### src/hw/rtl/assert_macros.svh
// ---------------------------------------------------------------------------
// Assertion macros
// Clocked property checks that are active in simulation and empty for
// synthesis.
// ---------------------------------------------------------------------------
`ifndef ASSERT_MACROS_SVH
`define ASSERT_MACROS_SVH
`ifndef SYNTHESIS
// The property must hold at every clock edge outside reset.
`define ASSERT_CLK(lbl, clk_s, rst_s, prop, msg) \
  lbl: assert property (@(posedge clk_s) disable iff (rst_s) (prop)) else $error(msg);
// The property must hold at every clock edge, reset included.
`define ASSERT_ALWAYS(lbl, clk_s, prop, msg) \
  lbl: assert property (@(posedge clk_s) (prop)) else $error(msg);
`else
`define ASSERT_CLK(lbl, clk_s, rst_s, prop, msg)
`define ASSERT_ALWAYS(lbl, clk_s, prop, msg)
`endif
`endif

### src/hw/rtl/hssq_pkg.sv
// ---------------------------------------------------------------------------
// hssq_pkg
// Shared types, codes and the half-step coil table for the move sequencer.
// ---------------------------------------------------------------------------
`timescale 1ns / 1ps

package hssq_pkg;

  localparam int BUTTON_W = 6;
  localparam int COIL_W   = 4;
  localparam int STEPS_W  = 16;
  localparam int PHASE_W  = 3;
  localparam int CFG_IDX_W = 2;

  // Configuration register indexes.
  localparam logic [CFG_IDX_W-1:0] CFG_QUARTER = 2'd0;
  localparam logic [CFG_IDX_W-1:0] CFG_HALF    = 2'd1;
  localparam logic [CFG_IDX_W-1:0] CFG_FULL    = 2'd2;

  localparam logic [STEPS_W-1:0] QUARTER_RESET = 16'd1024;
  localparam logic [STEPS_W-1:0] HALF_RESET    = 16'd2048;
  localparam logic [STEPS_W-1:0] FULL_RESET    = 16'd4096;

  typedef enum logic [1:0] {
    MOVE_QUARTER = 2'd0,
    MOVE_HALF    = 2'd1,
    MOVE_FULL    = 2'd2
  } move_size_t;

  // One result beat.
  typedef struct packed {
    logic [COIL_W-1:0] coil_pattern;
    logic              moving;
  } result_t;

  // Sequencer status seen by the top level checks.
  typedef struct packed {
    logic started;
    logic busy;
  } core_status_t;

  // Eight-phase half-step table: A, AB, B, BC, C, CD, D, DA.
  function automatic logic [COIL_W-1:0] half_step_pattern(input logic [PHASE_W-1:0] idx);
    logic [COIL_W-1:0] pat;
    case (idx)
      3'd0:    pat = 4'h1;
      3'd1:    pat = 4'h3;
      3'd2:    pat = 4'h2;
      3'd3:    pat = 4'h6;
      3'd4:    pat = 4'h4;
      3'd5:    pat = 4'hC;
      3'd6:    pat = 4'h8;
      3'd7:    pat = 4'h9;
      default: pat = 4'h0;
    endcase
    return pat;
  endfunction

endpackage

### src/hw/rtl/stepper_half_step_move_sequencer.sv
// ---------------------------------------------------------------------------
// stepper_half_step_move_sequencer
// Half-step stepper sequencer that runs quarter, half and full turn moves.
// ---------------------------------------------------------------------------
//
//   channel | signals                          | direction
//   --------+----------------------------------+-----------
//   in      | in_valid, in_stall, buttons      | tick in
//   out     | out_valid, out_stall,            | result out
//           | coil_pattern, moving             |
//   cfg     | cfg_we, cfg_index, cfg_data      | write only
//
// Every input beat is one tick and yields exactly one result beat. A tick is
// taken in any cycle in which the skid entry of the output buffer is free, so
// the block sustains one beat per clock while out_stall is low; the only loop
// is the update of the move state and phase index. A tick's result goes to
// the output register, or to the skid entry while the consumer stalls. Reset
// is synchronous, with the step counts back at 1024, 2048 and 4096. When the
// consumer stalls, one more tick fills the skid entry and in_stall rises.
// ---------------------------------------------------------------------------
`timescale 1ns / 1ps
`include "assert_macros.svh"

module stepper_half_step_move_sequencer (
  input  logic                               clk,
  input  logic                               rst,
  // Configuration writes.
  input  logic                               cfg_we,
  input  logic [hssq_pkg::CFG_IDX_W-1:0]     cfg_index,
  input  logic [hssq_pkg::STEPS_W-1:0]       cfg_data,
  // Tick channel.
  input  logic                               in_valid,
  output logic                               in_stall,
  input  logic [hssq_pkg::BUTTON_W-1:0]      buttons,
  // Result channel.
  output logic                               out_valid,
  input  logic                               out_stall,
  output logic [hssq_pkg::COIL_W-1:0]        coil_pattern,
  output logic                               moving
);

  logic                   tick;
  logic                   buf_full;
  hssq_pkg::result_t      core_result;
  hssq_pkg::result_t      out_data;
  hssq_pkg::core_status_t status;

  // A tick is accepted whenever the buffer can still absorb its result.
  assign in_stall = buf_full;
  assign tick     = in_valid && !in_stall;

  // The core advances its state on each accepted tick and presents the
  // result of that tick combinationally to the buffer.
  hssq_core u_core (
    .clk       (clk),
    .rst       (rst),
    .cfg_we    (cfg_we),
    .cfg_index (cfg_index),
    .cfg_data  (cfg_data),
    .tick      (tick),
    .buttons   (buttons),
    .result    (core_result),
    .status    (status)
  );

  hssq_out_buf u_out_buf (
    .clk       (clk),
    .rst       (rst),
    .push      (tick),
    .push_data (core_result),
    .full      (buf_full),
    .out_valid (out_valid),
    .out_stall (out_stall),
    .out_data  (out_data)
  );

  assign coil_pattern = out_data.coil_pattern;
  assign moving       = out_data.moving;

  // The skid entry is in use only while the output register holds a beat.
  `ASSERT_CLK(a_skid_behind_out, clk, rst, !in_stall || out_valid, "skid full with empty output")
  // A tick that emits a step leaves a move in progress.
  `ASSERT_CLK(a_step_sets_busy, clk, rst, tick && core_result.moving |=> status.busy, "step without busy")
  // No move can start before the first tick has been seen.
  `ASSERT_CLK(a_busy_after_start, clk, rst, status.busy |-> status.started, "busy before first tick")
  // The first tick after reset never drives the coils.
  `ASSERT_CLK(a_first_tick_idle, clk, rst, tick && !status.started |-> !core_result.moving, "first tick moved")

endmodule

### src/hw/rtl/hssq_core.sv
// ---------------------------------------------------------------------------
// hssq_core
// Step-count registers, move state and phase index; one tick per beat.
// ---------------------------------------------------------------------------
`timescale 1ns / 1ps

module hssq_core (
  input  logic                                clk,
  input  logic                                rst,
  input  logic                                cfg_we,
  input  logic [hssq_pkg::CFG_IDX_W-1:0]      cfg_index,
  input  logic [hssq_pkg::STEPS_W-1:0]        cfg_data,
  input  logic                                tick,
  input  logic [hssq_pkg::BUTTON_W-1:0]       buttons,
  output hssq_pkg::result_t                   result,
  output hssq_pkg::core_status_t              status
);

  logic [hssq_pkg::STEPS_W-1:0] quarter_steps;
  logic [hssq_pkg::STEPS_W-1:0] half_steps;
  logic [hssq_pkg::STEPS_W-1:0] full_steps;

  logic                         started, started_next;
  logic                         busy, busy_next;
  logic                         reverse, reverse_next;
  hssq_pkg::move_size_t         move_size, move_size_next;
  logic [hssq_pkg::STEPS_W-1:0] steps_done, steps_done_next;
  logic [hssq_pkg::PHASE_W-1:0] phase_index, phase_index_next;
  logic [hssq_pkg::COIL_W-1:0]  held_pattern, held_pattern_next;

  logic                         one_hot;
  hssq_pkg::move_size_t         req_size;
  logic [hssq_pkg::STEPS_W-1:0] cur_limit;
  logic [hssq_pkg::STEPS_W-1:0] req_limit;
  logic                         emit;
  logic                         emit_reverse;

  always_ff @(posedge clk) begin
    if (rst) begin
      quarter_steps <= hssq_pkg::QUARTER_RESET;
      half_steps    <= hssq_pkg::HALF_RESET;
      full_steps    <= hssq_pkg::FULL_RESET;
    end else if (cfg_we) begin
      case (cfg_index)
        hssq_pkg::CFG_QUARTER: quarter_steps <= cfg_data;
        hssq_pkg::CFG_HALF:    half_steps    <= cfg_data;
        hssq_pkg::CFG_FULL:    full_steps    <= cfg_data;
        default: ;
      endcase
    end
  end

  function automatic logic [hssq_pkg::STEPS_W-1:0] limit_of(
    input hssq_pkg::move_size_t sz,
    input logic [hssq_pkg::STEPS_W-1:0] q,
    input logic [hssq_pkg::STEPS_W-1:0] h,
    input logic [hssq_pkg::STEPS_W-1:0] f
  );
    logic [hssq_pkg::STEPS_W-1:0] r;
    case (sz)
      hssq_pkg::MOVE_QUARTER: r = q;
      hssq_pkg::MOVE_HALF:    r = h;
      default:                r = f;
    endcase
    return r;
  endfunction

  always_comb begin
    one_hot  = (buttons != '0) &&
               ((buttons & (buttons - hssq_pkg::BUTTON_W'(1))) == '0);
    // Forward buttons sit in the low half, backward in the high half.
    if (buttons[0] || buttons[3])      req_size = hssq_pkg::MOVE_QUARTER;
    else if (buttons[1] || buttons[4]) req_size = hssq_pkg::MOVE_HALF;
    else                               req_size = hssq_pkg::MOVE_FULL;
    cur_limit = limit_of(move_size, quarter_steps, half_steps, full_steps);
    req_limit = limit_of(req_size, quarter_steps, half_steps, full_steps);

    started_next      = started;
    busy_next         = busy;
    reverse_next      = reverse;
    move_size_next    = move_size;
    steps_done_next   = steps_done;
    phase_index_next  = phase_index;
    held_pattern_next = held_pattern;
    emit              = 1'b0;
    emit_reverse      = reverse;

    if (!started) begin
      started_next = 1'b1;
    end else if (busy) begin
      if (steps_done < cur_limit) begin
        emit = 1'b1;
      end else begin
        busy_next       = 1'b0;
        steps_done_next = '0;
      end
    end else if (one_hot && (req_limit != '0)) begin
      busy_next      = 1'b1;
      reverse_next   = |buttons[5:3];
      emit_reverse   = |buttons[5:3];
      move_size_next = req_size;
      emit           = 1'b1;
    end

    if (emit) begin
      held_pattern_next = hssq_pkg::half_step_pattern(phase_index);
      phase_index_next  = emit_reverse ? phase_index - hssq_pkg::PHASE_W'(1)
                                       : phase_index + hssq_pkg::PHASE_W'(1);
      // A new move starts counting from zero.
      steps_done_next   = (busy ? steps_done : '0) + hssq_pkg::STEPS_W'(1);
    end

    result.coil_pattern = held_pattern_next;
    result.moving       = emit;
  end

  always_ff @(posedge clk) begin
    if (rst) begin
      started      <= 1'b0;
      busy         <= 1'b0;
      reverse      <= 1'b0;
      move_size    <= hssq_pkg::MOVE_QUARTER;
      steps_done   <= '0;
      phase_index  <= '0;
      held_pattern <= '0;
    end else if (tick) begin
      started      <= started_next;
      busy         <= busy_next;
      reverse      <= reverse_next;
      move_size    <= move_size_next;
      steps_done   <= steps_done_next;
      phase_index  <= phase_index_next;
      held_pattern <= held_pattern_next;
    end
  end

  assign status.started = started;
  assign status.busy    = busy;

endmodule

### src/hw/rtl/hssq_out_buf.sv
// ---------------------------------------------------------------------------
// hssq_out_buf
// Output register with one skid entry behind it.
// ---------------------------------------------------------------------------
`timescale 1ns / 1ps

module hssq_out_buf (
  input  logic               clk,
  input  logic               rst,
  input  logic               push,
  input  hssq_pkg::result_t  push_data,
  output logic               full,
  output logic               out_valid,
  input  logic               out_stall,
  output hssq_pkg::result_t  out_data
);

  logic              skid_valid;
  hssq_pkg::result_t skid_data;
  logic              take;

  assign take = out_valid && !out_stall;
  // The skid entry only fills while the output register holds a beat.
  assign full = skid_valid;

  always_ff @(posedge clk) begin
    if (rst) begin
      out_valid  <= 1'b0;
      skid_valid <= 1'b0;
    end else if (!out_valid || take) begin
      if (skid_valid) begin
        out_valid  <= 1'b1;
        skid_valid <= 1'b0;
      end else begin
        out_valid <= push;
      end
    end else if (push) begin
      skid_valid <= 1'b1;
    end
  end

  always_ff @(posedge clk) begin
    if (!out_valid || take) begin
      out_data <= skid_valid ? skid_data : push_data;
    end
    if (push && out_valid && !take) begin
      skid_data <= push_data;
    end
  end

endmodule
### config.mk
export PLATFORM = sky130hd
export DESIGN_NAME = stepper_half_step_move_sequencer
export DESIGN_NICKNAME = d
export VERILOG_FILES = /design/src/hw/rtl/hssq_pkg.sv /design/src/hw/rtl/stepper_half_step_move_sequencer.sv /design/src/hw/rtl/hssq_core.sv /design/src/hw/rtl/hssq_out_buf.sv
export VERILOG_INCLUDE_DIRS = /design/src /design/src/hw/rtl
export SDC_FILE = /design/constraint.sdc
export NUM_CORES = 1
export LEC_CHECK = 0
export CAP_MARGIN = 10
export CORE_UTILIZATION = 60
export CTS_CLUSTER_DIAMETER = 40
export CTS_CLUSTER_SIZE = 10
export DETAILED_ROUTE_END_ITERATION = 8
export DONT_BUFFER_PORTS = 1
export PLACE_DENSITY_LB_ADDON = 0.2
export SLEW_MARGIN = 20
export SYNTH_ARGS = -nofsm -noshare
export SYNTH_HDL_FRONTEND = slang
export SYNTH_SLANG_ARGS = --single-unit
export TNS_END_PERCENT = 30
### constraint.sdc
create_clock -name clk -period 4.2 [get_ports clk]
set_clock_uncertainty 0.2 [all_clocks]
set_input_delay 0.63 -clock clk [delete_from_list [all_inputs] [get_ports clk]]
set_output_delay 0.63 -clock clk [all_outputs]
set_load 0.005 [all_outputs]
Yosys cells after proc, flatten, opt, wreduce, memory -nomap -nowiden
Memory sizes are Yosys's and may differ from the RTL's. A register that Yosys moved wholly into a read port is not among the register bits.
Index checks and enable logic that the tools add are counted.

storage, ports and cells
  register bits after elaboration = 88
  bits in latches = 0
  bits in writable memories = 0
  memory bits (read-only) = 32
  bits of input ports = 29
  memories = 1

operators by class
  add/subtract/negate cells = 4
  multiply operators = 0
  divide/modulo/power cells = 0
  magnitude comparators = 1
  equal/unequal tests = 5
  shift-type cells = 0
  muxes and demuxes = 22
  bitwise operators = 2
  reduce and logical (&&, ||, !) cells = 30

memory list
  name              words  bits a word  read ports  clocked after memory_dff  wr ports  RTL line        source
  (name not given)  8      4            1           1                         0         hssq_pkg.sv:45  case (idx)

operator list
  operator                 number
  $mux W16                 5
  $pmux W16 S2             2
  $add A16 B1 Y16 const B  1
  $lt A16 B16 Y1           1
  $reduce_bool A16 Y1      1
  $reduce_and A2 Y1        5
  $mux W3                  3
  $mux W1                  8
  $reduce_and A4 Y1        2
  $and A6 B6 Y6            1
  $eq A2 B1 Y1 const B     3
  $logic_and A1 B1 Y1      6
  $logic_not A2 Y1         3
  $logic_not A6 Y1         1
  $reduce_bool A6 Y1       1
  $sub A6 B1 Y6 const B    1
  $mux W5                  1
  $logic_not A1 Y1         4
  $mux W2                  2
  $mux W4                  1
  $reduce_bool A2 Y1       2
  $add A3 B1 Y3 const B    1
  $logic_or A1 B1 Y1       3
  $reduce_or A3 Y1         1
  5 further kinds          5

Longest topological paths before layout
  word-level depth = 13
  gate-level depth with buffers = 16
  mapped depth without buffers = 13

Cells and area by module
Synthesis repeated with hierarchy kept, for this count alone.

unflattened totals
  cells, all modules = 570
  area, all modules = 4738.3 um^2

modules (own cells, without submodules)
  module                            times used  cells each  area an instance (um^2)
  hssq_core                         1           546         4274.1
  hssq_out_buf                      1           23          450.4
  stepper_half_step_move_sequencer  1           1           13.8

Worst setup path after synthesis
No wires, ideal clock.

  path type = input-to-reg
  start point = input port buttons[1] (netlist bit)
  end point = register (tool-made name)
  arrival time = 3.559 ns
  required time = 3.873 ns
  setup slack = 0.314 ns
  stages = 13
  path buffers = 0
  cell sequence = or4_4 > xor2_1 > a21oi_1 > nor2_2 > nand2_1 > mux2i_1 > fa_1 > and2_1 > o211a_1 > a211oi_2 > xnor2_1 > mux2_2 > or3_1

RTL lines
  item             RTL line                                source
  start, declared  stepper_half_step_move_sequencer.sv:34  input logic [hssq_pkg::BUTTON_W-1:0] buttons,

==> results.json <==
{
  "status": "complete, no violations",
  "die_area_sq_um": 8070,
  "r2r_slack_ps": 310,
  "crit_chain": "buf_4 -> mux2i_1 -> nor2_1 -> a21oi_1 -> ha_1 -> a211oi_1 -> o21ai_0 -> a21oi_2 -> o211a_4 -> nand3_4 -> and2_1 -> o21ai_0 -> mux2_2 -> or3_1",
  "synth_seq_area_share_pct": 41.9,
  "clkPwrFrac_pct": 38.8,
  "ys.flop_type": "dfxtp_1",
  "yosys_warnings": 0,
  "p_leak_nw": 1.79,
  "post_cts_buffers": 0,
  "syn_inst": 574,
  "pre_cts_ws_ps": 102,
  "crit_path_frequent_cell": "o21ai_0",
  "detail_route.wl_per_cell_um": 15.7,
  "p_switching_w": 0.000398,
  "finalCritPeriodShare_pct": 92.7,
  "cts.sink_count": 92,
  "routabilityCongestion": 0.880,
  "n_fill_cell": 638,
  "cp-start-kind": "flop",
  "setup_ws_ps": 306,
  "p_comb_share_pct": 5.9,
  "layout-drive-gt1-share_pct": 8.13,
  "cp.arrival_ps": 3960,
  "ant_nets": 0,
  "drtPass1Iterations": 5,
  "setup_viol": 0,
  "clkLatencyLatePin_ps": 370,
  "cp-startpoint": "u_core.move_size[0]",
  "hold_violations": 0,
  "first_global_vias": 3788,
  "slew_violations": 0,
  "num_rows": 31,
  "grt_setup_unrepaired": "false",
  "ys_ff_latch": 92,
  "regToRegStartpoint": "u_core.move_size[0]",
  "cts_root_buffer": "clkbuf_8",
  "grt_max_degree": 84,
  "start_util_pct": 62.8,
  "htreeDepth": 3,
  "clk_pin_slew_ps": 100,
  "area_growth_pct": 6.05,
  "dp_cells": 649,
  "syn_nets": 620,
  "port_buffers": 0,
  "grt_usage_pct": 27.0,
  "io_pins": 36,
  "crit_type": "reg -> reg",
  "slew-limit-headroom_pct": 53.5,
  "vias": 3932,
  "die_x_um": 89.8,
  "irDropWorstVdd_uv": 189,
  "synth-edff-count": 10,
  "cpMaxStageDelayCell": "mux2_2",
  "path_max_fanout": 17,
  "p_seq_share_pct": 55.3,
  "final_cells": 665,
  "synth-async-reset-ratio_pct": 0,
  "layout_common_cells": "nand2_1, a21oi_1, dfxtp_1, nor2_1, o21ai_0",
  "fmax_mhz": 257,
  "clockBufferDepth": 2,
  "avgViaCountPerCell": 5.91,
  "critPathRequiredTime_ps": 4260,
  "ctsHoldBuffers": 0,
  "internal_power_w": 0.00128,
  "min_path_type": "in -> reg",
  "grt-ovfl-total": 0,
  "nets": 607,
  "die-height_um": 89.8,
  "n_antenna_cell": 0,
  "grt_pass1_wl_um": 17700,
  "tns_ps": 0,
  "antenna_found_initial": 0,
  "reg2regPathDepth": 14,
  "syn-cell-area_sq_um": 4630,
  "worst_pin_slew_ps": 697,
  "yosysUniqueCellTypes": 55,
  "max-cap-violations": 0,
  "wirelength_um": 10400,
  "cpPeakStageDelay_ps": 380,
  "p_sw_share_pct": 23.7,
  "cts_tree": "built",
  "period_minus_slack_ps": 3890,
  "final_common_cell": "nand2_1",
  "avgSynthCellArea_sq_um": 8.07,
  "dp_hpwl_um": 7470,
  "route.detailed.drc": 0,
  "power.density_nw_per_um2": 342,
  "first_iter_violations": 216,
  "cts_buffers": 9,
  "end_kind": "flop",
  "core_area_sq_um": 7370
}
==> power groups by stage <==
stage	Sequential (W)	Combinational, W	Clock [W]
finish	0.000928	0.0000994	0.000650
global route	0.000932	0.000111	0.000689
CTS	0.000928	0.0000993	0.000651
detailed placement	0.000949	0.0000985	0
global placement	0.000948	0.0000954	0
floorplan	0.000942	0.0000877	0
==> synth_stat cells (all sizes together) (2+ instances only) <==
cell type / number / area, sq um
nor2: 54 / 205
and2: 5 / 31.3
xor2: 2 / 17.5
and3: 7 / 43.8
dfxtp: 82 / 1640
o211a: 2 / 27.5
o22ai: 2 / 12.5
nor3b: 2 / 15.0
or2: 2 / 12.5
nand4: 2 / 12.5
or3: 5 / 31.3
o21ai: 23 / 115
or4: 3 / 26.3
edfxtp: 10 / 300
nor4: 12 / 75.1
clkbuf: 31 / 116
nand2: 124 / 465
and4: 4 / 35.0
a31oi: 3 / 18.8
nand2b: 5 / 31.3
ha: 16 / 200
mux2i: 21 / 210
a21oi: 90 / 454
nor4b: 2 / 17.5
nor2b: 2 / 12.5
nor3: 10 / 55.1
nand3: 9 / 62.6
nand3b: 8 / 60.1
inv: 6 / 22.5
or3b: 2 / 17.5
mux2: 9 / 101
a211oi: 4 / 35.0
==> worst min-delay path by stage <==
stage / startpoint / to / slack, ps / cells past startpoint
2_1_floorplan: u_core.held_pattern[0] / u_core.held_pattern[0] / 230 / 2
3_3_place_gp: u_core.held_pattern[2] / u_core.held_pattern[2] / 230 / 2
3_5_place_dp: u_core.held_pattern[0] / u_core.held_pattern[0] / 240 / 2
4_1_cts: rst / u_core.held_pattern[0] / 110 / 1
5_1_grt: rst / u_core.held_pattern[0] / 100 / 1
6_report: rst / u_core.held_pattern[0] / 110 / 1
==> timing repair <==
item	4_1_cts	5_1_grt
resized for setup	0	1
hold endpoints to repair	0	0
setup endpoints to repair	0	1
==> sequential cells by signal, summed over array words and instances, names as in the netlist, named ones only <==
register	count
u_core.busy	1
u_core.full_steps	16
u_core.half_steps	16
u_core.held_pattern	4
u_core.move_size	2
u_core.phase_index	3
u_core.quarter_steps	16
u_core.reverse	1
u_core.started	1
u_core.steps_done	16
u_out_buf.full	1
u_out_buf.out_data	5
u_out_buf.out_valid	1
u_out_buf.skid_data	5
==> through the flow <==
stage | cell area, sq um | util [%] | power, W | hold slack, ps
after global placement | 4690 | 63.6 | 0.00104 | 227
after floorplan | 4630 | - | 0.00103 | 228
after global routing | 4910 | 66.6 | 0.00173 | 100
final | 4910 | 66.6 | 0.00168 | 111
after detailed placement | 4690 | 63.6 | 0.00105 | 239
after CTS | 4910 | 66.6 | 0.00168 | 108
==> worst max-delay path: cells and delay by family (launching register included) <==
kind | cells | cell delay, ps
fa+ha+maj | 1 | 280
mux | 2 | 680
flops | 1 | 320
simple gates | 4 | 730
buf+inv | 1 | 270
compound gates | 6 | 1310
==> final cells by class <==
class | instances | area, sq um | share of cell area [%]
tap | 99 | 124 | 2.52
clock buffer | 12 | 166 | 3.39
sequential | 92 | 1940 | 39.6
inverter | 6 | 22.5 | 0.459
clock inverter | 4 | 53.8 | 1.10
timing repair buffer | 8 | 60.1 | 1.22
multi-input combinational | 444 | 2540 | 51.7
==> layer usage <==
layer | share of wire [%] | wire length (um) | up-vias | GRT usage, %
met1 | 44 | 4570 | 1821 | 33.6
met3 | 4.8 | 499 | 20 | 4.99
met2 | 49 | 5130 | 105 | 47.1
met5 | 0 | 0 | - | 0
li1 | - | - | 1986 | -
met4 | 2.2 | 232 | 0 | 9.02
==> cells by family after synthesis <==
group | Yosys count | share of synthesized area, %
xor gates and xnor gates | 3 | 0.568
buffers and inverters | 38 | 3.24
DFF | 92 | 41.9
AOI/OAI and AO/OA | 132 | 15.8
and+or+nand+nor | 261 | 26.8
muxes | 30 | 6.73
adders and majority gates | 18 | 4.97
Note: power is estimated with default switching activity, not from simulation.
